File: src/rtl/indexed_ordered_list_store_defines.svh
// Assertion helpers used by the list store RTL.
`ifndef INDEXED_ORDERED_LIST_STORE_DEFINES_SVH
`define INDEXED_ORDERED_LIST_STORE_DEFINES_SVH

// Same-cycle implication, sampled on clk and disabled during reset.
`define IOLS_ASSERT_IMP(label, ante, cons) \
    label: assert property (@(posedge clk) disable iff (!rst_n) (ante) |-> (cons)) \
        else $error("List store check failed.");

// Next-cycle implication, sampled on clk and disabled during reset.
`define IOLS_ASSERT_NXT(label, ante, cons) \
    label: assert property (@(posedge clk) disable iff (!rst_n) (ante) |=> (cons)) \
        else $error("List store check failed.");

`endif

File: src/rtl/iols_pkg.sv
package iols_pkg;

    localparam int MODE_W   = 3;
    localparam int POS_W    = 7;
    localparam int DATA_W   = 32;
    localparam int STATUS_W = 2;
    localparam int COUNT_W  = 7;
    // Wide enough for any cell index and count up to the largest depth.
    localparam int PTR_W    = 13;

    localparam logic [MODE_W-1:0] MD_INS_HEAD = 3'd0;
    localparam logic [MODE_W-1:0] MD_INS_TAIL = 3'd1;
    localparam logic [MODE_W-1:0] MD_INS_AT   = 3'd2;
    localparam logic [MODE_W-1:0] MD_DEL_HEAD = 3'd3;
    localparam logic [MODE_W-1:0] MD_DEL_TAIL = 3'd4;
    localparam logic [MODE_W-1:0] MD_DEL_AT   = 3'd5;
    localparam logic [MODE_W-1:0] MD_READ     = 3'd6;
    localparam logic [MODE_W-1:0] MD_RSVD     = 3'd7;

    localparam logic [STATUS_W-1:0] ST_OK      = 2'd0;
    localparam logic [STATUS_W-1:0] ST_INVALID = 2'd1;
    localparam logic [STATUS_W-1:0] ST_FULL    = 2'd2;

    typedef enum logic [1:0] {
        SH_HOLD,
        SH_INSERT,
        SH_DELETE
    } shift_op_t;

    typedef struct packed {
        shift_op_t          op;
        logic               rd;
        logic [PTR_W-1:0]   point;
        logic [DATA_W-1:0]  value;
    } cell_ctrl_t;

endpackage

File: src/rtl/iols_cell.sv
module iols_cell #(
    parameter int IDX = 0
) (
    input  logic                        clk,
    input  iols_pkg::cell_ctrl_t        ctrl,
    input  logic [iols_pkg::DATA_W-1:0] prev_data,
    input  logic [iols_pkg::DATA_W-1:0] next_data,
    output logic [iols_pkg::DATA_W-1:0] data,
    output logic [iols_pkg::DATA_W-1:0] tap
);
    import iols_pkg::*;

    localparam logic [PTR_W-1:0] MY_IDX = PTR_W'(IDX);

    logic [DATA_W-1:0] data_reg, data_next;
    logic [DATA_W-1:0] tap_reg, tap_next;

    always_comb
    begin
        data_next = data_reg;
        case (ctrl.op)
            SH_INSERT:
            begin
                if (MY_IDX > ctrl.point)
                begin
                    data_next = prev_data;
                end
                else if (MY_IDX == ctrl.point)
                begin
                    data_next = ctrl.value;
                end
            end
            SH_DELETE:
            begin
                if (MY_IDX >= ctrl.point)
                begin
                    data_next = next_data;
                end
            end
            default:
            begin
                data_next = data_reg;
            end
        endcase
        tap_next = (ctrl.rd && (MY_IDX == ctrl.point)) ? data_reg : '0;
    end

    always_ff @(posedge clk)
    begin
        data_reg <= data_next;
        tap_reg  <= tap_next;
    end

    assign data = data_reg;
    assign tap  = tap_reg;
endmodule

File: config.mk
export PLATFORM = sky130hd
export DESIGN_NAME = iols_cell
export DESIGN_NICKNAME = d
export VERILOG_FILES = /design/src/rtl/indexed_ordered_list_store_defines.svh /design/src/rtl/iols_pkg.sv /design/src/rtl/iols_cell.sv
export SDC_FILE = /design/constraint.sdc
export NUM_CORES = 1
export LEC_CHECK = 0
export ABC_AREA = 1
export BUFFER_PORTS_ARGS = -buffer_cell sky130_fd_sc_hd__buf_4
export CAP_MARGIN = 20
export CELL_PAD_IN_SITES_DETAIL_PLACEMENT = 0
export CELL_PAD_IN_SITES_GLOBAL_PLACEMENT = 2
export CORE_AREA = 5 5 109 111
export DETAILED_ROUTE_END_ITERATION = 8
export DIE_AREA = 0 0 114 116
export PLACE_DENSITY = 0.76
export SYNTH_ARGS = -nofsm -noshare
export SYNTH_HDL_FRONTEND = slang
export SYNTH_SLANG_ARGS = --single-unit
File: constraint.sdc
create_clock -name clk -period 7.5 [get_ports clk]
set_input_delay 0.375 -clock clk [delete_from_list [all_inputs] [get_ports clk]]
set_output_delay 0.375 -clock clk [all_outputs]
set_load 0.03 [all_outputs]
# Word-level counts from Yosys, hierarchy flattened
# Index checks and enable logic that the tools add are counted.
# totals
elab_cells,16
out_inout_bits,64
ff_bits,64
# op_classes
eq_ne,4
n_lt_le_gt_ge,2
mux,4
n_reduce_logical,4
# op_table
op,n
$mux 32,3
$pmux 32 s2,1
$ge 1x13->1 const A,1
$gt 1x13->1 const A,1
$logic_not 13->1,1
$ne 3x3->1 const B,1
$reduce_and 3->1,1
$eq 2x1->1 const B,1
$eq 2x2->1 const B,1
$ne 2x2->1 const B,1
$reduce_bool 2->1,1
$logic_and 1x1->1,1

# Longest topological paths before layout
# Gate-level depths: netlist of run 1.
# logic_depth
word_depth,4
ltp_mapped,6
depth_no_buf,5

# Least setup slack after synthesis of run 1
# OpenSTA, ideal clock, no wires.
# synth_timing
path_kind,input to register
start,in ctrl[41] (netlist bit)
end,reg data_reg[0] (netlist: data[0]) (enable)
setup_slack_ps,4640
t_required_ps,7068
t_arrival_ps,2428
cell_stages,4
setup_time_ps,432
cell_sequence,or2_1 nor2_2 nand2_1 a21oi_1
# synth_between
elab_chain_cells,3
word_cells_on_any_way,6
# synth_rtl
item,line,text
start: declaration,iols_cell.sv:5,"input iols_pkg::cell_ctrl_t ctrl,"
$gt 1x13->1 (tied with other cells),iols_cell.sv:24,if (MY_IDX > ctrl.point)
$ne 3x3->1 (no line) or $ne 2x2->1 (tied branches),--,
$reduce_and 3->1 (no line) *,--,
end signal: assignment,iols_cell.sv:50,data_reg <= data_next;
end: declaration,iols_cell.sv:15,"logic [DATA_W-1:0] data_reg, data_next;"
# Every way passes the cells marked *; elsewhere a longest branch is shown, timed or not.
# A chain may end at the register's enable or synchronous reset.

# Final worst setup path of run 1
# layout_timing
start,in ctrl[46] (netlist bit)
end,reg data_reg[13] (netlist: data[13]) (enable)
# layout_between
elab_chain_cells,3
word_cells_on_any_way,6
# layout_rtl
item,line,text
$eq 2x1->1 or $eq 2x2->1 (tied branches),iols_cell.sv:21,case (ctrl.op)
$ne 3x3->1 (no line) (tied with other cells),--,
$reduce_and 3->1 (no line) *,--,
# Marked as above.

==> run_results.csv, run 1 <==
group,metric,value,unit
run_status,status,"finished, final reports clean",
sta,grt_setup_unrepaired,"false",
sta,fin_crit_sh,26.1,%
worst_setup_path,reg2reg_to,"tap[19]$_SDFF_PN0_",
global_route,overflow,0,
floorplan,start_util,22.8,%
synthesis,syn_area,0.00244,mm2
synthesis,synth-edff-count,32,
clock_tree,path_clk_slew,0.07,ns
sta,finalHoldViolCount,0,
synthesis,ys_ff_latch,64,
detailed_routing,drtIter0Drc,28,
worst_setup_path,crit_path_start_kind,"input pin",
flow_run,cap_viol_max_count,0,
synthesis,ys_top_cells_by_count,"inv_1, dfxtp_1, edfxtp_1, mux2_2, nor2_2",
worst_setup_path,cp_num_buf_inv,3,
synthesis,yosys.area.top_type,"edfxtp_1",
detailed_routing,vias,1777,
detailed_routing,wl,6.25,mm
sta,skew,0.00560,ns
placed_design,dpl_cell_area,0.00365,mm2
sta,tightest_slew,0.850,ns
floorplan,die_h,116,um
clock_tree,htree_levels,3,
placed_design,numPortBuffers,144,
synthesis,synth_cell_type_count,14,
synthesis,synth_ff_type,"edfxtp_1",
global_route,antenna_found_initial,0,
sta,relSlewSlack,43.2,%
synthesis,synth_area_leaders,"edfxtp_1, dfxtp_1, mux2_2",
worst_setup_path,cp_cell_sequence,"buf_4 > inv_1 > nand2_2 > a21oi_4 > buf_16",
detailed_routing,viasPerCell,3.71,
worst_setup_path,worstRegToRegCells,2,
synthesis,yosysMostFrequentCell,"inv_1",
hold_path,hold_start,"next_data[10]",
sta,fin_crit,1.96,ns
synthesis,synthCells,184,
clock_tree,cts_resized,0,
worst_setup_path,crit_path_max_fanout,33,
floorplan,die_w,114,um
global_route,grt_pass1_wl,9.09,mm
layout,drive_gt1_share,66.1,%
floorplan,io-pin-count,177,
clock_tree,cts_tree,"done",
clock_tree,insertion_delay,0.33,ns
synthesis,avgSynthCellArea,13.3,um2
worst_setup_path,r2r_start,"data[19]$_DFFE_PP_",
detailed_routing,routedWlPerCell,13.0,um
clock_tree,cts_sinks,64,
power,peakVddDrop,0.0678,mV
floorplan,die-area,0.0132,mm2
worst_setup_path,crit_path_end_kind,"flip-flop",
power,power_density,189,mW/mm2
clock_tree,clockRootBuffer,"clkbuf_8",
sta,finalSetupTns,0,ns
clock_tree,post-cts-setup-buffers,0,
layout,nNetsFinal,447,
sta,setup_viol,0,
hold_path,hold_class,"in2reg",
layout,syn_to_final_growth,59.3,%
floorplan,rows,38,
clock_tree,clock_path_buffers,2,
synthesis,async_reset_ff_share,0,%
floorplan,core_area,0.0107,mm2
placed_design,dpl.hpwl,4.72,mm
worst_setup_path,cpLargestDelayFamily,"compound AO/OA/AOI/OAI gates",
detailed_routing,drc,0,
worst_setup_path,crit_required,7.54,ns
worst_setup_path,cpMaxStageDelayCell,"a21oi_4",
layout,diodes,0,
detailed_routing,detail-route-antenna-nets,0,
worst_setup_path,r2r_slack,6.84,ns
synthesis,ys_seq_area_share,65.7,%
placed_design,gp_congestion,0.682,
detailed_routing,first_pass_iters,4,
global_route,grt_max_degree,34,
layout,finish.instance_area,0.00388,mm2
synthesis,synth_top_area_share,39.4,%
clock_tree,ctsHoldBuffers,0,
hold_path,hold_depth,2,
sta,slew_viol_final,0,
clock_tree,cts_buffers,9,
synthesis,synth_nets,297,
global_route,grt_usage,9.19,%
sta,fmax,511,MHz
worst_setup_path,cp_data_arrival_time,2.00,ns
worst_setup_path,worstSetupPathType,"in2reg",
hold_path,hold_end,"data[10]$_DFFE_PP_",
worst_setup_path,worst_path_largest_cell_delay,0.74,ns
power,p_leak,1.77,nW
synthesis,yosys_warnings,0,
global_route,grt_pass1_vias,1802,
-- metal layers --
metal,vias to the layer above,global-route usage (%),wire (um)
met5,-,0,0
met1,809,9.43,2190
li1,882,-,-
met4,0,5.07,134
met3,10,3.34,548
met2,76,16.3,3370
-- worst register-to-register path: cells and delay by family (launching register included) --
family,cells,cell delay (ns)
buf+inv,1,0.10
flops,1,0.39
simple gates,1,0.04
-- layout make-up --
type                            instances  area [um2]
Timing Repair Buffer                  145        1110
Fill cell                            1076        6810
Clock buffer                           12         135
Inverter                               34         128
Multi-Input combinational cell         80         667
Tap cell                              140         175
Clock inverter                          4        68.8
Sequential cell                        64        1600
-- logic make-up (layout without fill, tap and decap cells) --
logic type	after synthesis	in the layout	synth area share, %
buffers and inverters	40	195	7.54
multiplexers	32	32	14.8
AO/OA/AOI/OAI	1	1	0.205
flip-flops	64	64	65.7
AND/OR/NAND/NOR	47	47	11.8
-- cells in the final DEF (no fill, tap or decap), drive strengths merged --
cell and n:
bufinv 2, clkinv 2, nor2 39, nand2 5, nand3 1, buf 145, edfxtp 32, clkbuf 12
inv 34, a21oi 1, dfxtp 32, mux2 32, or2 2
-- worst max-delay path by stage --
| stage | from | end | slack [ns] | cells after the start |
|---|---|---|---|---|
| global route | ctrl[46] | data[6]$_DFFE_PP_ | 5.36 | 5 |
| CTS | ctrl[46] | data[17]$_DFFE_PP_ | 5.24 | 4 |
| floorplan | ctrl[41] | data[0]$_DFFE_PP_ | 4.64 | 4 |
| finish | ctrl[46] | data[13]$_DFFE_PP_ | 5.54 | 5 |
| detailed placement | ctrl[46] | data[18]$_DFFE_PP_ | 4.87 | 4 |
| global placement | ctrl[46] | data[12]$_DFFE_PP_ | 4.91 | 4 |
-- through the flow --
| step | util, % | setup WS, ns | hold slack (ns) | power [mW] | std cells |
|---|---|---|---|---|---|
| 2_1_floorplan | - | 4.64 | 0.551 | 0.395 | 184 |
| 3_3_place_gp | 34.1 | 4.91 | 0.482 | 0.428 | 462 |
| 3_5_place_dp | 34.1 | 4.87 | 0.488 | 0.429 | 462 |
| 4_1_cts | 36.0 | 5.24 | 0.313 | 0.749 | 478 |
| 5_1_grt | 36.3 | 5.36 | 0.308 | 0.767 | 479 |
| 6_report | 36.3 | 5.54 | 0.337 | 0.733 | 479 |
-- power breakdown --
| group | total, mW | internal, mW | switching (mW) |
|---|---|---|---|
| registers | 0.368 | 0.368 | 0.00000950 |
| logic | 0.0530 | 0.0390 | 0.0140 |
| clock network | 0.312 | 0.186 | 0.126 |
Note: power is estimated with default switching activity, not from simulation.
==> run 2, diff against run 1 <==
--- a/config.mk
+++ b/config.mk
@@ -10,10 +10,10 @@
 export CAP_MARGIN = 20
 export CELL_PAD_IN_SITES_DETAIL_PLACEMENT = 0
 export CELL_PAD_IN_SITES_GLOBAL_PLACEMENT = 2
-export CORE_AREA = 5 5 109 111
+export CORE_AREA = 5 5 114 116
 export DETAILED_ROUTE_END_ITERATION = 8
-export DIE_AREA = 0 0 114 116
-export PLACE_DENSITY = 0.76
+export DIE_AREA = 0 0 119 121
+export PLACE_DENSITY = 0.72
 export SYNTH_ARGS = -nofsm -noshare
 export SYNTH_HDL_FRONTEND = slang
 export SYNTH_SLANG_ARGS = --single-unit
==> constraint.sdc (replaced) <==
create_clock -name clk -period 1.7 [get_ports clk]
set_input_delay 0.085 -clock clk [delete_from_list [all_inputs] [get_ports clk]]
set_output_delay 0.085 -clock clk [all_outputs]
set_load 0.03 [all_outputs]
==> run_results.csv, run 2 (synthesis gave the netlist of run 1 again) <==
group,metric,value,unit
detailed_routing,first_pass_iters,3,
detailed_routing,viasPerCell,3.68,
power,p_leak,1.84,nW
layout,stdcell_count,490,
worst_setup_path,crit_path_start_kind,"input pin",
layout,fill_cells,1180,
worst_setup_path,worstRegToRegCells,2,
worst_setup_path,crit_path_max_fanout,18,
detailed_routing,wl,6.27,mm
hold_path,hold_depth,2,
layout,drive_gt1_share,67.1,%
power,p_seq_share,43.2,%
clock_tree,htree_levels,3,
layout,fin_util,34.2,%
floorplan,die_w,119,um
sta,tightest_slew,0.572,ns
global_route,overflow,0,
placed_design,preCtsSetupSlack,0.259,ns
floorplan,rows,40,
clock_tree,cts_tree,"done",
clock_tree,path_clk_slew,0.06,ns
sta,relSlewSlack,61.9,%
sta,fin_crit,1.08,ns
worst_setup_path,worst_path_largest_cell_delay,0.22,ns
sta,layout_setup_ws,0.620,ns
sta,slew_viol_final,0,
detailed_routing,routedWlPerCell,12.8,um
sta,fmax,926,MHz
sta,skew,0.00638,ns
clock_tree,clock_path_buffers,2,
worst_setup_path,r2r_slack,1.04,ns
detailed_routing,vias,1805,
clock_tree,ctsHoldBuffers,0,
placed_design,post-place-cells,474,
power,peakVddDrop,0.375,mV
floorplan,start_util,20.6,%
clock_tree,insertion_delay,0.32,ns
power,p_int,3.06,mW
power,power,3.76,mW
floorplan,core_area,0.0118,mm2
layout,diodes,0,
power,swShare,18.6,%
placed_design,dpl.hpwl,4.95,mm
worst_setup_path,cp_cell_sequence,"buf_4 > or2_1 > nor2_2 > nand2_1 > a21oi_4 > buf_12",
worst_setup_path,crit_required,1.72,ns
sta,hold_ws,0.0664,ns
floorplan,io-pin-count,177,
sta,setup_viol,0,
clock_tree,cts_buffers,9,
sta,finalHoldViolCount,0,
sta,grt_setup_unrepaired,"false",
detailed_routing,drc,0,
sta,finalSetupTns,0,ns
floorplan,die-area,0.0144,mm2
sta,fin_crit_sh,63.5,%
floorplan,die_h,121,um
placed_design,gp_congestion,0.687,
global_route,grt_pass1_wl,9.63,mm
placed_design,dpl_cell_area,0.00372,mm2
placed_design,numPortBuffers,144,
power,power.switching,0.700,mW
hold_path,hold_class,"in2reg",
worst_setup_path,crit_path_end_kind,"flip-flop",
global_route,grt_pass1_vias,1872,
layout,finish.instance_area,0.00404,mm2
worst_setup_path,worstSetupPathType,"in2reg",
worst_setup_path,reg2reg_to,"tap[19]$_SDFF_PN0_",
power,power_density,931,mW/mm2
clock_tree,clockRootBuffer,"clkbuf_16",
hold_path,hold_end,"data[15]$_DFFE_PP_",
flow_run,cap_viol_max_count,0,
layout,mostFrequentLayoutCells,"buf_4, inv_1, mux2_2, edfxtp_1, dfxtp_1",
run_status,status,"finished, final reports clean",
layout,syn_to_final_growth,65.7,%
worst_setup_path,r2r_start,"data[19]$_DFFE_PP_",
hold_path,hold_start,"next_data[15]",
power,pwr-share-comb,6.3,%
clock_tree,post-cts-setup-buffers,0,
clock_tree,cts_resized,0,
layout,nNetsFinal,451,
global_route,grt_usage,8.71,%
clock_tree,cts_sinks,64,
worst_setup_path,cpMaxStageDelayCell,"or2_1",
detailed_routing,drtIter0Drc,53,
power,clkPwrFrac,50.5,%
global_route,grt_max_degree,33,
worst_setup_path,cp_data_arrival_time,1.10,ns
layout,final_common_cell,"buf_4",
detailed_routing,detail-route-antenna-nets,0,
global_route,antenna_found_initial,0,
[run 2: cell types whose count changed in the layout (fill, tap and decap cells not counted), moves of 2 or more]
| cell | previous run | this run |
|---|---|---|
| buf_12 | 0 | 2 |
| buf_4 | 144 | 147 |
| clkbuf_1 | 3 | 1 |
| clkbuf_16 | 0 | 10 |
| clkbuf_8 | 9 | 1 |
[run 2: worst max-delay path by stage]
stage / start / endpoint / slack [ns] / depth (start not counted)
2_1_floorplan: ctrl[41] / data[0]$_DFFE_PP_ / 0.15 / 4
3_3_place_gp: ctrl[41] / data[3]$_DFFE_PP_ / 0.26 / 6
3_5_place_dp: ctrl[41] / data[3]$_DFFE_PP_ / 0.26 / 6
4_1_cts: ctrl[41] / data[12]$_DFFE_PP_ / 0.60 / 6
5_1_grt: ctrl[32] / data[12]$_DFFE_PP_ / 0.53 / 7
6_report: ctrl[41] / data[12]$_DFFE_PP_ / 0.62 / 6
[run 2: power groups by stage]
stage / clock network (mW) / logic [mW] / registers [mW]
after detailed placement: 0 / 0.240 / 1.66
after global routing: 2.03 / 0.258 / 1.62
after floorplan: 0 / 0.0865 / 1.66
after CTS: 1.97 / 0.241 / 1.62
final: 1.90 / 0.236 / 1.63
after global placement: 0 / 0.237 / 1.66
[run 2: layout make-up]
class                   count  area, um2  area share, %
clock inverters             4       50.0           1.24
inverters                  34        128           3.16
multi-input cells          80        667           16.5
clock buffers              12        268           6.63
repair buffers            149       1140           28.3
well taps                 147        184           4.55
flip-flops and latches     64       1600           39.6
[run 2: worst max-delay path: cells and delay by family]
kind,cells,cell delay [ns]
AND/OR/NAND/NOR,3,0.51
AO/OA/AOI/OAI,1,0.20
buffers and inverters,2,0.29
[run 2: per-layer routing]
| layer | global-route usage [%] | vias to the layer above | part of all wire, % |
|---|---|---|---|
| met5 | 0 | - | 0 |
| met4 | 4.13 | 0 | 1.9 |
| met3 | 3.26 | 10 | 7.3 |
| met2 | 16.4 | 67 | 56 |
| met1 | 8.32 | 836 | 35 |
| li1 | - | 892 | - |
==> run 3, diff against run 2 <==
--- a/config.mk
+++ b/config.mk
@@ -10,10 +10,10 @@
 export CAP_MARGIN = 20
 export CELL_PAD_IN_SITES_DETAIL_PLACEMENT = 0
 export CELL_PAD_IN_SITES_GLOBAL_PLACEMENT = 2
-export CORE_AREA = 5 5 114 116
+export CORE_AREA = 5 5 109 111
 export DETAILED_ROUTE_END_ITERATION = 8
-export DIE_AREA = 0 0 119 121
-export PLACE_DENSITY = 0.72
+export DIE_AREA = 0 0 114 116
+export PLACE_DENSITY = 0.76
 export SYNTH_ARGS = -nofsm -noshare
 export SYNTH_HDL_FRONTEND = slang
 export SYNTH_SLANG_ARGS = --single-unit
==> constraint.sdc (replaced) <==
create_clock -name clk -period 1 [get_ports clk]
set_input_delay 0.05 -clock clk [delete_from_list [all_inputs] [get_ports clk]]
set_output_delay 0.05 -clock clk [all_outputs]
set_load 0.03 [all_outputs]
==> run_results.csv, run 3 (synthesis gave the netlist of run 1 again) <==
group,metric,value,unit
placed_design,dpl.hpwl,5.06,mm
clock_tree,clockRootBuffer,"clkbuf_8",
layout,multi_input_area,667,um2
detailed_routing,wl,6.65,mm
clock_tree,cts_buffers,9,
layout,syn_to_final_growth,82.5,%
detailed_routing,drc,0,
layout,seqCellArea,0.00160,mm2
sta,grt_setup_unrepaired,"true",
detailed_routing,first_pass_iters,3,
sta,setup_viol,0,
hold_path,hold_class,"in2reg",
sta,fin_crit,0.971,ns
worst_setup_path,cp_data_arrival_time,0.92,ns
run_status,status,"finished, final reports clean",
detailed_routing,detail-route-antenna-nets,0,
floorplan,core_area,0.0107,mm2
hold_path,hold_depth,2,
sta,skew,0.00721,ns
sta,fmax,1030,MHz
layout,fin_util,41.6,%
sta,fin_crit_sh,97.1,%
power,peakVddDrop,0.447,mV
floorplan,io-pin-count,177,
floorplan,die_w,114,um
detailed_routing,viasPerCell,3.64,
global_route,grt_max_degree,20,
worst_setup_path,worstRegToRegCells,3,
detailed_routing,routedWlPerCell,12.7,um
power,p_leak,2.02,nW
worst_setup_path,crit_required,0.95,ns
sta,slew_viol_final,0,
power,power_density,1210,mW/mm2
worst_setup_path,r2r_start,"data[22]$_DFFE_PP_",
global_route,met1_usage,9.89,%
global_route,grt_usage,10.1,%
worst_setup_path,r2r_slack,0.26,ns
worst_setup_path,cpLargestDelayFamily,"flip-flops",
placed_design,gp_congestion,0.695,
global_route,grt_pass1_wl,10.0,mm
floorplan,rows,38,
worst_setup_path,worstSetupPathType,"reg2out",
floorplan,die-area,0.0132,mm2
worst_setup_path,crit_path_start_kind,"flip-flop",
detailed_routing,vias,1909,
clock_tree,insertion_delay,0.33,ns
placed_design,numPortBuffers,144,
global_route,use_met3,2.92,%
global_route,overflow,0,
flow_run,cap_viol_max_count,0,
global_route,met2_usage,19.0,%
floorplan,start_util,22.8,%
global_route,grt_pass1_vias,2020,
worst_setup_path,cp_cell_sequence,"buf_6",
worst_setup_path,cp_num_buf_inv,1,
sta,hold_ws,0.0274,ns
worst_setup_path,cp-startpoint,"data[7]$_DFFE_PP_",
hold_path,hold_start,"next_data[5]",
worst_setup_path,crit_path_max_fanout,2,
sta,tightest_slew,0.190,ns
global_route,antenna_found_initial,0,
worst_setup_path,reg2reg_to,"tap[22]$_SDFF_PN0_",
clock_tree,htree_levels,3,
clock_tree,clock_path_buffers,2,
clock_tree,path_clk_slew,0.07,ns
worst_setup_path,crit_path_end_kind,"output port",
global_route,busiest_layer,"met2",
layout,final_common_cell,"buf_4",
worst_setup_path,cpMaxStageDelayCell,"edfxtp_1",
layout,diodes,0,
layout,fill_cells,1034,
worst_setup_path,worst_path_largest_cell_delay,0.42,ns
sta,relSlewSlack,87.3,%
clock_tree,cts_tree,"done",
sta,finalSetupTns,0,ns
clock_tree,cts_sinks,64,
layout,drive_gt1_share,61.7,%
hold_path,hold_end,"data[5]$_DFFE_PP_",
layout,nNetsFinal,493,
detailed_routing,drtIter0Drc,21,
sta,finalHoldViolCount,0,
layout,mostFrequentLayoutCells,"buf_4, dlygate4sd3_1, inv_1",
floorplan,die_h,116,um
## run 3: changes by cell type in the layout (fill, tap and decap cells not counted), moves of 3 or more
cell / before / now
buf_12: 2 / 6
buf_4: 147 / 124
clkbuf_16: 10 / 0
clkbuf_8: 1 / 9
clkinv_2: 0 / 3
buf_6: 0 / 25
dlygate4sd3_1: 0 / 36
## run 3: where the power goes
| part | switching, mW | leakage, nW | internal (mW) | total, mW |
|---|---|---|---|---|
| Sequential | 0.0000873 | 0.545 | 2.76 | 2.76 |
| Clock | 0.981 | 0.0948 | 1.13 | 2.11 |
| Combinational | 0.136 | 1.38 | 0.400 | 0.536 |
## run 3: cell type report
type                    instances  share of cell area (%)
clock buffers                   9                    2.78
multi-input cells              80                    15.0
clock inverters                 6                    1.38
well taps                     140                    3.94
inverters                      34                    2.87
repair buffers                191                    38.0
flip-flops and latches         64                    36.0
## run 3: metrics by stage
step	power [mW]	area [um2]	instances	setup WS [ns]
floorplan	2.96	2450	184	-0.491
global placement	3.24	3790	470	-0.275
detailed placement	3.24	3790	470	-0.282
CTS	5.50	4350	520	-0.0103
global route	5.66	4450	524	-0.0298
finish	5.40	4450	524	0.0287
## run 3: worst max path at each step
stage / depth (start not counted) / slack (ns) / end
2_1_floorplan: 4 / -0.49 / data[0]$_DFFE_PP_
3_3_place_gp: 6 / -0.28 / data[12]$_DFFE_PP_
3_5_place_dp: 6 / -0.28 / data[17]$_DFFE_PP_
4_1_cts: 1 / -0.01 / data[7]
5_1_grt: 1 / -0.03 / data[7]
6_report: 1 / 0.03 / data[7]
## run 3: metal layers
layer | up-vias | share of wire (%)
met1 | 863 | 34
met5 | - | 0
met2 | 64 | 58
li1 | 976 | -
met3 | 6 | 6.6
met4 | 0 | 1.3
## run 3: what timing repair did
action	4_1_cts	5_1_grt
endpoints found under the setup margin	8	26
endpoints found under the hold margin	17	1
setup buffers	1	2
gates resized for setup	7	18
hold buffers	34	2
